**src/hdl/prefix_acl_group_match_core_defines.svh**
```systemverilog
// ----------------------------------------------------------------------------
// Assertion macros for the prefix ACL group match core
// Shared property wrappers, clocked on clk and disabled during reset.
// ----------------------------------------------------------------------------
`ifndef PREFIX_ACL_GROUP_MATCH_CORE_DEFINES_SVH
`define PREFIX_ACL_GROUP_MATCH_CORE_DEFINES_SVH

// Same-cycle implication.
`define PACL_ASSERT_NOW(lbl, ante, cons, msg) \
	lbl: assert property (@(posedge clk) disable iff (!arst_n) (ante) |-> (cons)) \
		else $error(msg);

// Next-cycle implication.
`define PACL_ASSERT_NEXT(lbl, ante, cons, msg) \
	lbl: assert property (@(posedge clk) disable iff (!arst_n) (ante) |=> (cons)) \
		else $error(msg);

`endif

```
**src/hdl/pacl_pkg.sv**
```systemverilog
// ----------------------------------------------------------------------------
// Prefix ACL package
// Request, response and mask entry types, op, kind and status codes, FSM states.
// ----------------------------------------------------------------------------
`default_nettype none

package pacl_pkg;

	localparam logic [2:0] OP_CREATE = 3'd0;
	localparam logic [2:0] OP_ADD    = 3'd1;
	localparam logic [2:0] OP_LOOKUP = 3'd2;
	localparam logic [2:0] OP_FIND   = 3'd3;
	localparam logic [2:0] OP_CLEAR  = 3'd4;

	localparam logic [1:0] KIND_V4  = 2'd0;
	localparam logic [1:0] KIND_V6  = 2'd1;
	localparam logic [1:0] KIND_ALL = 2'd2;

	localparam logic [2:0] STAT_OK          = 3'd0;
	localparam logic [2:0] STAT_DUP         = 3'd1;
	localparam logic [2:0] STAT_GROUPS_FULL = 3'd2;
	localparam logic [2:0] STAT_MASKS_FULL  = 3'd3;
	localparam logic [2:0] STAT_NO_GROUP    = 3'd4;
	localparam logic [2:0] STAT_MISS        = 3'd5;

	localparam logic [7:0] V4_MAX_LEN = 8'd32;
	localparam logic [7:0] V6_MAX_LEN = 8'd128;

	typedef struct packed {
		logic [2:0]  op;
		logic [15:0] tag;
		logic [1:0]  mask_kind;
		logic [63:0] addr_high;
		logic [63:0] addr_low;
		logic [7:0]  prefix_len;
	} req_t;

	typedef struct packed {
		logic [2:0]  status;
		logic [15:0] match_tag;
	} rsp_t;

	typedef struct packed {
		logic [1:0]  kind;
		logic [63:0] prefix_high;
		logic [63:0] prefix_low;
		logic [7:0]  len;
		logic [15:0] group_tag;
	} mask_entry_t;

	typedef enum logic [1:0] {
		S_IDLE,
		S_EXEC,
		S_DONE
	} state_t;

endpackage

`default_nettype wire

```
**src/hdl/pacl_mask_cmp.sv**
```systemverilog
// ----------------------------------------------------------------------------
// Prefix ACL mask compare
// Checks one stored mask entry against a lookup address under its prefix length.
// ----------------------------------------------------------------------------
`default_nettype none

module pacl_mask_cmp (
	input  pacl_pkg::mask_entry_t entry,
	input  logic [1:0]            kind,
	input  logic [63:0]           addr_high,
	input  logic [63:0]           addr_low,
	output logic                  hit
);

	logic [31:0] m4;
	logic [63:0] mh;
	logic [63:0] ml;

	// Bit b of a mask is set when its distance from the first address bit is below len.
	always_comb begin
		for (int b = 0; b < 32; b++) begin
			m4[b] = 8'(31 - b) < entry.len;
		end
		for (int b = 0; b < 64; b++) begin
			mh[b] = 8'(63 - b) < entry.len;
			ml[b] = 8'(127 - b) < entry.len;
		end
	end

	always_comb begin
		priority if (entry.kind == pacl_pkg::KIND_ALL) begin
			hit = 1'b1;
		end else if (entry.kind != kind) begin
			hit = 1'b0;
		end else if (entry.kind == pacl_pkg::KIND_V4) begin
			hit = (entry.len <= pacl_pkg::V4_MAX_LEN) &&
				(((entry.prefix_low[31:0] ^ addr_low[31:0]) & m4) == 32'd0);
		end else if (entry.kind == pacl_pkg::KIND_V6) begin
			hit = (entry.len <= pacl_pkg::V6_MAX_LEN) &&
				(((entry.prefix_high ^ addr_high) & mh) == 64'd0) &&
				(((entry.prefix_low ^ addr_low) & ml) == 64'd0);
		end else begin
			hit = 1'b0;
		end
	end

endmodule

`default_nettype wire

```
**config.mk**
```make
export PLATFORM = sky130hd
export DESIGN_NAME = pacl_mask_cmp
export DESIGN_NICKNAME = d
export VERILOG_FILES = /design/src/hdl/prefix_acl_group_match_core_defines.svh /design/src/hdl/pacl_pkg.sv /design/src/hdl/pacl_mask_cmp.sv
export SDC_FILE = /design/constraint.sdc
export NUM_CORES = 1
export LEC_CHECK = 0
export BUFFER_PORTS_ARGS = -buffer_cell sky130_fd_sc_hd__buf_2
export CAP_MARGIN = 20
export CELL_PAD_IN_SITES_DETAIL_PLACEMENT = 2
export CELL_PAD_IN_SITES_GLOBAL_PLACEMENT = 2
export CORE_MARGIN = 1
export CORE_UTILIZATION = 19
export DETAILED_ROUTE_END_ITERATION = 16
export PLACE_DENSITY = 0.92
export SLEW_MARGIN = 40
export SYNTH_ARGS = -nofsm -noshare
export SYNTH_HDL_FRONTEND = slang
export SYNTH_SLANG_ARGS = --single-unit
```
**constraint.sdc**
```tcl
create_clock -name vclk -period 3.8
set_input_delay 0.38 -clock vclk [all_inputs]
set_output_delay 0.38 -clock vclk [all_outputs]
set_load 0.02 [all_outputs]
```
### Yosys cells after proc, flatten, opt, wreduce, memory -nomap -nowiden

Cells that the tools add are included.

* $lt $le $gt $ge: 130
* equality and inequality tests: 3
* multiplexer cells: 4
* bitwise gates (word level): 6
* reductions and logical operators: 7

Operators with widths (number)
* $lt A7 B8 Y1 const A: 64
* $lt A6 B8 Y1 const A: 32
* $and A64 B64 Y64: 2
* $logic_not A64 Y1: 2
* $lt A5 B8 Y1 const A: 16
* $xor A64 B64 Y64: 2
* $lt A4 B8 Y1 const A: 8
* $and A32 B32 Y32: 1
* $logic_not A32 Y1: 1
* $lt A3 B8 Y1 const A: 4
* $xor A32 B32 Y32: 1
* $lt A1 B8 Y1 const A: 2
* $lt A2 B8 Y1 const A: 2
* $le A8 B6 Y1 const B: 1
* $le A8 B8 Y1 const B: 1
* $mux W1: 4
* $logic_and A1 B1 Y1: 3
* $eq A2 B1 Y1 const B: 1
* $eq A2 B2 Y1 const B: 1
* $logic_not A2 Y1: 1
* $ne A2 B2 Y1: 1

* register bits: 0
* output and inout port bits: 1
* word-level logic and storage cells: 150

### Logic depth before layout (Yosys ltp)

Gate-level depths: netlist of run 1.

* depth in word-level cells: 9
* mapped depth: 10
* depth with buffers taken out: 8

### Worst setup path after synthesis of run 1

No wires, ideal clock.

* path type: input -> output
* start: input entry[18] (netlist name)
* end: output hit
* arrival: 2.588 ns
* required time: 3.420 ns
* setup slack: 0.832 ns
* stages: 10
* buffers on the path: 2
* path through: buf_6 -> or4_4 -> buf_6 -> a222oi_1 -> nand4_1 -> nor4_1 -> nand3_1 -> a211oi_2 -> a22oi_1 -> o31ai_2

* word-level cells in the longest chain between the ends: 9
* elaborated cells on any way between the ends: 143
* those cells by class: order compare (130); mux (4); bitwise (3); reduce/logical (6)

RTL lines
* from (decl): line pacl_mask_cmp.sv:8 `input pacl_pkg::mask_entry_t entry,`
* $lt A6 B8 Y1 (tied with other cells): line pacl_mask_cmp.sv:25 `mh[b] = 8'(63 - b) < entry.len;`
* $and A64 B64 Y64: line pacl_mask_cmp.sv:40 `(((entry.prefix_high ^ addr_high) & mh) == 64'd0) &&`
* $logic_not A64 Y1: line pacl_mask_cmp.sv:40
* $logic_and A1 B1 Y1: line pacl_mask_cmp.sv:39 `hit = (entry.len <= pacl_pkg::V6_MAX_LEN) &&`
* $logic_and A1 B1 Y1: line pacl_mask_cmp.sv:40
* $mux W1: line pacl_mask_cmp.sv:38 `end else if (entry.kind == pacl_pkg::KIND_V6) begin`
* $mux W1 *: line pacl_mask_cmp.sv:35 `end else if (entry.kind == pacl_pkg::KIND_V4) begin`
* $mux W1 *: line pacl_mask_cmp.sv:33 `end else if (entry.kind != kind) begin`
* $mux W1 *: line pacl_mask_cmp.sv:31 `priority if (entry.kind == pacl_pkg::KIND_ALL) begin`
* to (decl): line pacl_mask_cmp.sv:12 `output logic hit`

Every way passes the cells marked *; elsewhere a longest branch is shown, timed or not.

### Worst setup path after layout of run 1

* start: input entry[21] (netlist name)
* end: output hit

Same word-level chain as after synthesis.

==> out/summary.txt, run 1 <==
Post-cts hold buffer count: 0
Status: finished clean
CORE AREA: 0.01531 mm^2
DRT antenna net count: 0
GR peak layer: met2
Post-route design area: 0.004548 mm^2
Pre-CTS WS: 367.9 ps
Met3 Track Usage GR: 2.963%
Number of iterations in the first detailed-routing pass: 6
Total gr overflow: 0
Area growth syn-to-layout: 51.08%
DR WL/cell: 21.21 um
Worst Setup Slack, final: 343.3 ps
Reg area: 0 um^2
Hold Fails Final Rpt: 0
Post-synth top area cell: xor2_1
Hold WS: 1164 ps
Worst Path Required: 3420 ps
Mapped cell area: 0.003010 mm^2
Synth area leaders: xor2_1, o21ai_0, xnor2_1
Commonest cells post-synth: xor2_1, o21ai_0, a21oi_1
PD cells: 122.4 mW/mm^2
DP HPWL: 16420 um
Die Y: 127.9 um
TNS Setup: 0 ps
Slew Limit Fails: 0
Die W: 127.9 um
Crit-path max FO: 23
Tcrit/Tclk final: 90.97%
Synthesis warning total: 0
Largest net degree at the start of global routing: 27
Max VDD drop: 0.03158 mV
Drt initial violations: 340
Met1 Track Usage GR: 25.97%
Io pins: 285
Critical Setup Path Class: primary input to output pin
Leak Pwr: 2.057 nW
HP Class: primary input to output pin
Synthesized instance count: 450
Period minus WS final: 3457 ps
Worst-Margin Slew: 568.7 ps
Sequential fraction of the synthesis area: 0%
Cts repair resizes: 0
Via/cell ratio: 5.284
Crit. End Element: output pin
Clock buffers: 0
Worst path arrival time: 3080 ps
Synth Net Count: 734
Setup violators final: 0
Buffers on Ports: 269
Initial antenna violation count: 2
Syn avg cell area: 6.690 um^2
Post-CTS Setup Repair Bufs: 0
Synth top area share: 30.84%
MaxCap Viol Count: 0
Pwr Total: 556.6 uW
Die area: 0.01635 mm^2
GRT Overall Usage: 22.13%
Seq_cells: 0
Slew HR: 62.08%
Synth unique cells: 55
Net count, final: 982
First-pass GRT wire length: 27770 um
Routed WL: 19280 um
Placer Congestion: 0.8998
Share of post-route cells with drive strength above 1: 40.80%
Most instantiated library cell after synthesis: xor2_1
Starting density of the core: 19.66%
DRC: 0
RSZ-0062 raised after global routing: false
Met2 usage: 40.73%
# rows: 45
Number of global-route vias before repair: 5141
Placement Cell Area: 0.004543 mm^2
CP Launch Type: primary input
Max Freq: 289.3 MHz
DR vias: 4803
## power by group
| part | switching (mW) | internal, mW | total [mW] |
|---|---|---|---|
| clock network | 0 | 0.0000000704 | 0.0000000704 |
| registers | 0 | 0 | 0 |
| logic | 0.320 | 0.237 | 0.557 |
| total | 0.320 | 0.237 | 0.557 |
## worst max-delay path: stages
cell and delay, ps:
buf_2 210, or4_4 710, o21ai_0 340, o2111ai_1 190
nor4_1 240, nand4_1 240, nor4_2 260, a22oi_1 110
o31ai_2 180, buf_2 210
## layout by cell type, fill, tap and decap left out, types with 2 or more instances in the layout
master / Yosys / final
a211oi_1: 5 / 5
a21o_1: 6 / 6
a21oi_1: 28 / 28
a222oi_1: 3 / 3
a22oi_1: 9 / 9
a311oi_1: 2 / 2
a31oi_1: 3 / 3
a32oi_1: 3 / 3
and2_1: 3 / 3
and3_1: 3 / 3
buf_2: 5 / 269
buf_4: 0 / 8
diode_2: 0 / 2
inv_1: 5 / 5
nand2_1: 8 / 8
nand3_1: 17 / 17
nand4_1: 8 / 8
nand4b_1: 2 / 2
nand4bb_1: 3 / 3
nor2_1: 21 / 21
nor2b_1: 2 / 2
nor3_1: 9 / 9
nor4_1: 8 / 8
o2111ai_1: 8 / 8
o211ai_1: 7 / 7
o21a_1: 2 / 2
o21ai_0: 67 / 67
o21ai_1: 11 / 11
o22ai_1: 9 / 9
o31a_1: 3 / 3
o31ai_1: 9 / 9
or2_2: 2 / 2
or3_1: 4 / 4
or4_4: 2 / 2
or4b_1: 2 / 2
xnor2_1: 22 / 22
xor2_1: 106 / 106
## logic make-up after synthesis
family | after synthesis | synth area share (%)
xor+xnor | 128 | 37.24
simple gates | 100 | 18.87
buf+inv | 36 | 5.195
compound gates | 186 | 38.70
## final timing paths
path / from / to / depth (start not counted) / slack, ps
worst max-delay path: entry[21] / hit / 10 / 340
worst min-delay path: kind[0] / hit / 4 / 1160
## per-stage QoR
step | util (%) | cells
final | 29.70 | 909
after global routing | 29.70 | 909
after CTS | 29.67 | 907
after detailed placement | 29.67 | 907
after global placement | 29.67 | 907
after floorplan | - | 450
## per-layer routing
metal,vias to the layer above,wire [um]
li1,2190,-
met1,2269,7458
met2,294,9687
met3,50,1508
met4,0,623
met5,-,0
## area by class of cell
type / instances / area, um^2
antenna: 2 / 5.005
fill: 1906 / 10770
inverter: 5 / 18.77
multi-input combinational: 414 / 2854
tap: 211 / 264.0
timing repair buffer: 277 / 1406
No activity file was read; power rests on OpenSTA's default activity.
==> run 2, diff against run 1 <==
Settings changed: REMOVE_ABC_BUFFERS set to 1.
==> out/summary.txt, run 2 (synthesis gave the netlist of run 1 again) <==
Io pins: 285 (unchanged)
PD cells: 123.2 mW/mm^2 (was 122.4 mW/mm^2)
DP HPWL: 16550 um (was 16420 um)
Met2 WL: 10020 um (was 9687 um)
DR vias: 4714 (was 4803)
Slew Limit Fails: 0 (unchanged)
Area growth syn-to-layout: 50.71% (was 51.08%)
Period minus WS final: 3470 ps (was 3457 ps)
Placer Congestion: 0.8437 (was 0.8998)
Hold Fails Final Rpt: 0 (unchanged)
Reg area: 0 um^2 (unchanged)
Most frequent cells in the layout: buf_2, xor2_1, o21ai_0, a21oi_1, xnor2_1 (unchanged)
Initial antenna violation count: 0 (was 2)
Post-CTS Setup Repair Bufs: 0 (unchanged)
DRT antenna net count: 0 (unchanged)
Clock buffers: 0 (unchanged)
Hold Crit Depth: 4 (unchanged)
Die W: 127.9 um (unchanged)
Worst path arrival time: 3090 ps (was 3080 ps)
Setup violators final: 0 (unchanged)
Util after Layout: 29.62% (was 29.70%)
Net count, final: 980 (was 982)
Most common cell after layout, fill and taps aside: buf_2 (unchanged)
Critical Setup Path Class: primary input to output pin (unchanged)
Largest net degree at the start of global routing: 45 (was 27)
DR WL/cell: 21.47 um (was 21.21 um)
Routed WL: 19450 um (was 19280 um)
Worst Path Required: 3420 ps (about the same)
Max VDD drop: 0.02944 mV (was 0.03158 mV)
Total gr overflow: 0 (unchanged)
Status: finished clean (unchanged)
MaxCap Viol Count: 0 (unchanged)
Leak Pwr: 2.049 nW (was 2.057 nW)
RSZ-0062 raised after global routing: false (unchanged)
HP Class: primary input to output pin (unchanged)
Die Y: 127.9 um (unchanged)
Pwr Total: 558.9 uW (was 556.6 uW)
# fillers: 1932 (was 1906)
Number of iterations in the first detailed-routing pass: 5 (was 6)
Via/cell ratio: 5.203 (was 5.284)
Share of post-route cells with drive strength above 1: 40.78% (was 40.80%)
TNS Setup: 0 ps (unchanged)
First-pass GRT wire length: 28660 um (was 27770 um)
Buffers on Ports: 269 (unchanged)
Die area: 0.01635 mm^2 (unchanged)
Number of global-route vias before repair: 5260 (was 5141)
Crit-path max FO: 23 (unchanged)
DRC: 0 (unchanged)
CORE AREA: 0.01531 mm^2 (unchanged)
Drt initial violations: 217 (was 340)
Slew HR: 54.70% (was 62.08%)
WL met1: 7735 um (was 7458 um)
CP Launch Type: primary input (unchanged)
DR top layer: met4 (unchanged)
Post-route design area: 0.004537 mm^2 (was 0.004548 mm^2)
Hold WS: 1173 ps (was 1164 ps)
Max Freq: 288.1 MHz (was 289.3 MHz)
Placement Cell Area: 0.004528 mm^2 (was 0.004543 mm^2)
Crit. End Element: output pin (unchanged)
Seq_cells: 0 (unchanged)
Tcrit/Tclk final: 91.33% (was 90.97%)
Starting density of the core: 19.66% (unchanged)
Routed wl met3: 1153 um (was 1508 um)
GRT Overall Usage: 22.74% (was 22.13%)
Worst-Margin Slew: 662.3 ps (was 568.7 ps)
# rows: 45 (unchanged)
-- run 2: layout make-up --
| type | count | area, um^2 | share of cell area, % |
|---|---|---|---|
| multi-input cells | 414 | 2860 | 63.04 |
| well taps | 211 | 264.0 | 5.819 |
| diodes | 1 | 2.502 | 0.05516 |
| inverters | 5 | 18.77 | 0.4137 |
| repair buffers | 275 | 1391 | 30.67 |
-- run 2: metrics by stage --
step | instances | worst slack [ps]
finish | 906 | 329.5
global route | 905 | 130.7
CTS | 905 | 310.9
detailed placement | 905 | 317.4
global placement | 905 | 420.1
floorplan | 419 | 909.7
-- run 2: final timing paths --
check | start | endpoint | slack (ps)
hold / removal | kind[0] | hit | 1170
setup / recovery | entry[21] | hit | 330
-- run 2: repair_timing --
action,CTS,global route
gates resized for setup,0,1
endpoints found under the setup margin,0,1
hold buffers,0,0
-- run 2: report_power, final --
part           switching (mW)  internal [mW]
registers                   0              0
clock network               0   0.0000000353
logic                   0.323          0.236
total                   0.323          0.236
-- run 2: critical path, cell delays in order --
cell     delay [ps]
buf_2           220
or4_4           720
a21oi_1         220
o22ai_1         140
nor4_2          430
nand4_1         200
nor4_2          240
a22oi_1         110
o31ai_2         190
buf_2           220
-- run 2: routing by layer --
| layer | track usage, % | up-vias |
|---|---|---|
| met5 | 0 | - |
| met2 | 43.16 | 217 |
| met1 | 27.02 | 2273 |
| met3 | 1.962 | 44 |
| li1 | - | 2180 |
| met4 | 6.298 | 0 |
==> run 3, diff against run 2 <==
Settings changed: CORE_ASPECT_RATIO set to 0.9.
==> out/summary.txt, run 3 (synthesis gave the netlist of run 1 again) <==
GRT Overall Usage: 22.34% (was 22.74%)
Period minus WS final: 3635 ps (was 3470 ps)
TNS Setup: 0 ps (unchanged)
DRC: 0 (unchanged)
Routed WL: 19160 um (was 19450 um)
Most common cell after layout, fill and taps aside: buf_2 (unchanged)
Post-cts hold buffer count: 0 (unchanged)
Post-CTS Setup Repair Bufs: 0 (unchanged)
Starting density of the core: 19.50% (was 19.66%)
Setup violators final: 0 (unchanged)
CORE AREA: 0.01544 mm^2 (was 0.01531 mm^2)
Area growth syn-to-layout: 51.04% (was 50.71%)
Share of post-route cells with drive strength above 1: 40.89% (was 40.78%)
Net count, final: 983 (was 980)
Crit-path max FO: 23 (unchanged)
Total gr overflow: 0 (unchanged)
Die W: 134.7 um (was 127.9 um)
Worst setup endpoint: hit (unchanged)
Leak Pwr: 2.063 nW (was 2.049 nW)
Max VDD drop: 0.03098 mV (was 0.02944 mV)
Tcrit/Tclk final: 95.67% (was 91.33%)
Initial antenna violation count: 2 (was 0)
Placement Cell Area: 0.004539 mm^2 (was 0.004528 mm^2)
Non-Filler Instances: 902 (was 906)
Largest net degree at the start of global routing: 24 (was 45)
Die area: 0.01635 mm^2 (about the same)
Worst Path Required: 3420 ps (about the same)
Die Y: 121.4 um (was 127.9 um)
Via/cell ratio: 5.280 (was 5.203)
RSZ-0062 raised after global routing: false (unchanged)
PD cells: 122.7 mW/mm^2 (was 123.2 mW/mm^2)
Status: finished clean (unchanged)
DRT antenna net count: 0 (unchanged)
Critical Setup Path Class: primary input to output pin (unchanged)
Worst-Margin Slew: 566.7 ps (was 662.3 ps)
Most frequent cells in the layout: buf_2, xor2_1, o21ai_0, a21oi_1, xnor2_1 (unchanged)
DR vias: 4763 (was 4714)
# rows: 43 (was 45)
Cts repair resizes: 0 (unchanged)
Slew HR: 61.87% (was 54.70%)
DP HPWL: 16470 um (was 16550 um)
Multi-input logic area: 0.002854 mm^2 (was 0.002860 mm^2)
DR WL/cell: 21.24 um (was 21.47 um)
Crit. End Element: output pin (unchanged)
Setup crit start: entry[21] (unchanged)
Buffers on Ports: 269 (unchanged)
Slew Limit Fails: 0 (unchanged)
# fillers: 1930 (was 1932)
Number of global-route vias before repair: 5207 (was 5260)
Clock buffers: 0 (unchanged)
Hold Fails Final Rpt: 0 (unchanged)
Placed Cells: 899 (was 905)
MaxCap Viol Count: 0 (unchanged)
Reg area: 0 um^2 (unchanged)
Seq_cells: 0 (unchanged)
Placer Congestion: 0.9025 (was 0.8437)
HP Class: primary input to output pin (unchanged)
Io pins: 285 (unchanged)
CP Launch Type: primary input (unchanged)
Post-route design area: 0.004547 mm^2 (was 0.004537 mm^2)
Worst path arrival time: 3260 ps (was 3090 ps)
Number of iterations in the first detailed-routing pass: 5 (unchanged)
Drt initial violations: 279 (was 217)
Util after Layout: 29.45% (was 29.62%)
Max Freq: 275.1 MHz (was 288.1 MHz)
First-pass GRT wire length: 27880 um (was 28660 um)
[run 3: changes by cell type in the layout (fill, tap and decap cells not counted)]
cell,change
buf_4,+3
nor4_1,+1
diode_2,+2
nor4_2,-1
[run 3: report_power, final]
group | switching, mW | total [mW] | internal (mW) | leakage, nW
clock | 0 | 0.000000106 | 0.000000106 | 0.0000190
sequential | 0 | 0 | 0 | 0
combinational | 0.320 | 0.558 | 0.237 | 2.06
total | 0.320 | 0.558 | 0.237 | 2.06
[run 3: worst min-delay path by stage]
stage,depth (start not counted),start,slack (ps),end
detailed placement,4,kind[0],1190,hit
global route,4,kind[0],1200,hit
finish,4,kind[0],1190,hit
global placement,4,kind[0],1180,hit
floorplan,2,kind[0],920,hit
CTS,4,kind[0],1190,hit
[run 3: layer usage]
layer  share of wire [%]  track usage [%]  up-vias
met5                   0                0        -
met3                 7.7            2.715       41
met2                  50            41.53      283
met4                 2.9            7.303        0
li1                    -                -     2193
met1                  39            26.27     2246
[run 3: per-stage QoR]
step | setup slack, ps | hold slack (ps) | power, mW
finish | 164.5 | 1189 | 0.5579
global placement | 395.8 | 1176 | 0.5366
floorplan | 909.7 | 920.4 | 0.2429
global route | 143.3 | 1204 | 0.6031
detailed placement | 264.8 | 1186 | 0.5534
CTS | 258.2 | 1186 | 0.5563
[run 3: final cells by class]
class,count,share of cell area (%)
multi-input combinational,414,62.77
timing repair buffer,278,31.10
tap,202,5.559
inverter,5,0.4128
antenna,3,0.1651
[run 3: worst max-delay path, stage by stage]
cell,delay (ps)
buf_2,200
or4_4,700
a21oi_1,220
o22ai_1,130
nor4_1,550
nand4_1,220
nor4_2,240
a22oi_1,120
o31ai_2,250
buf_2,220
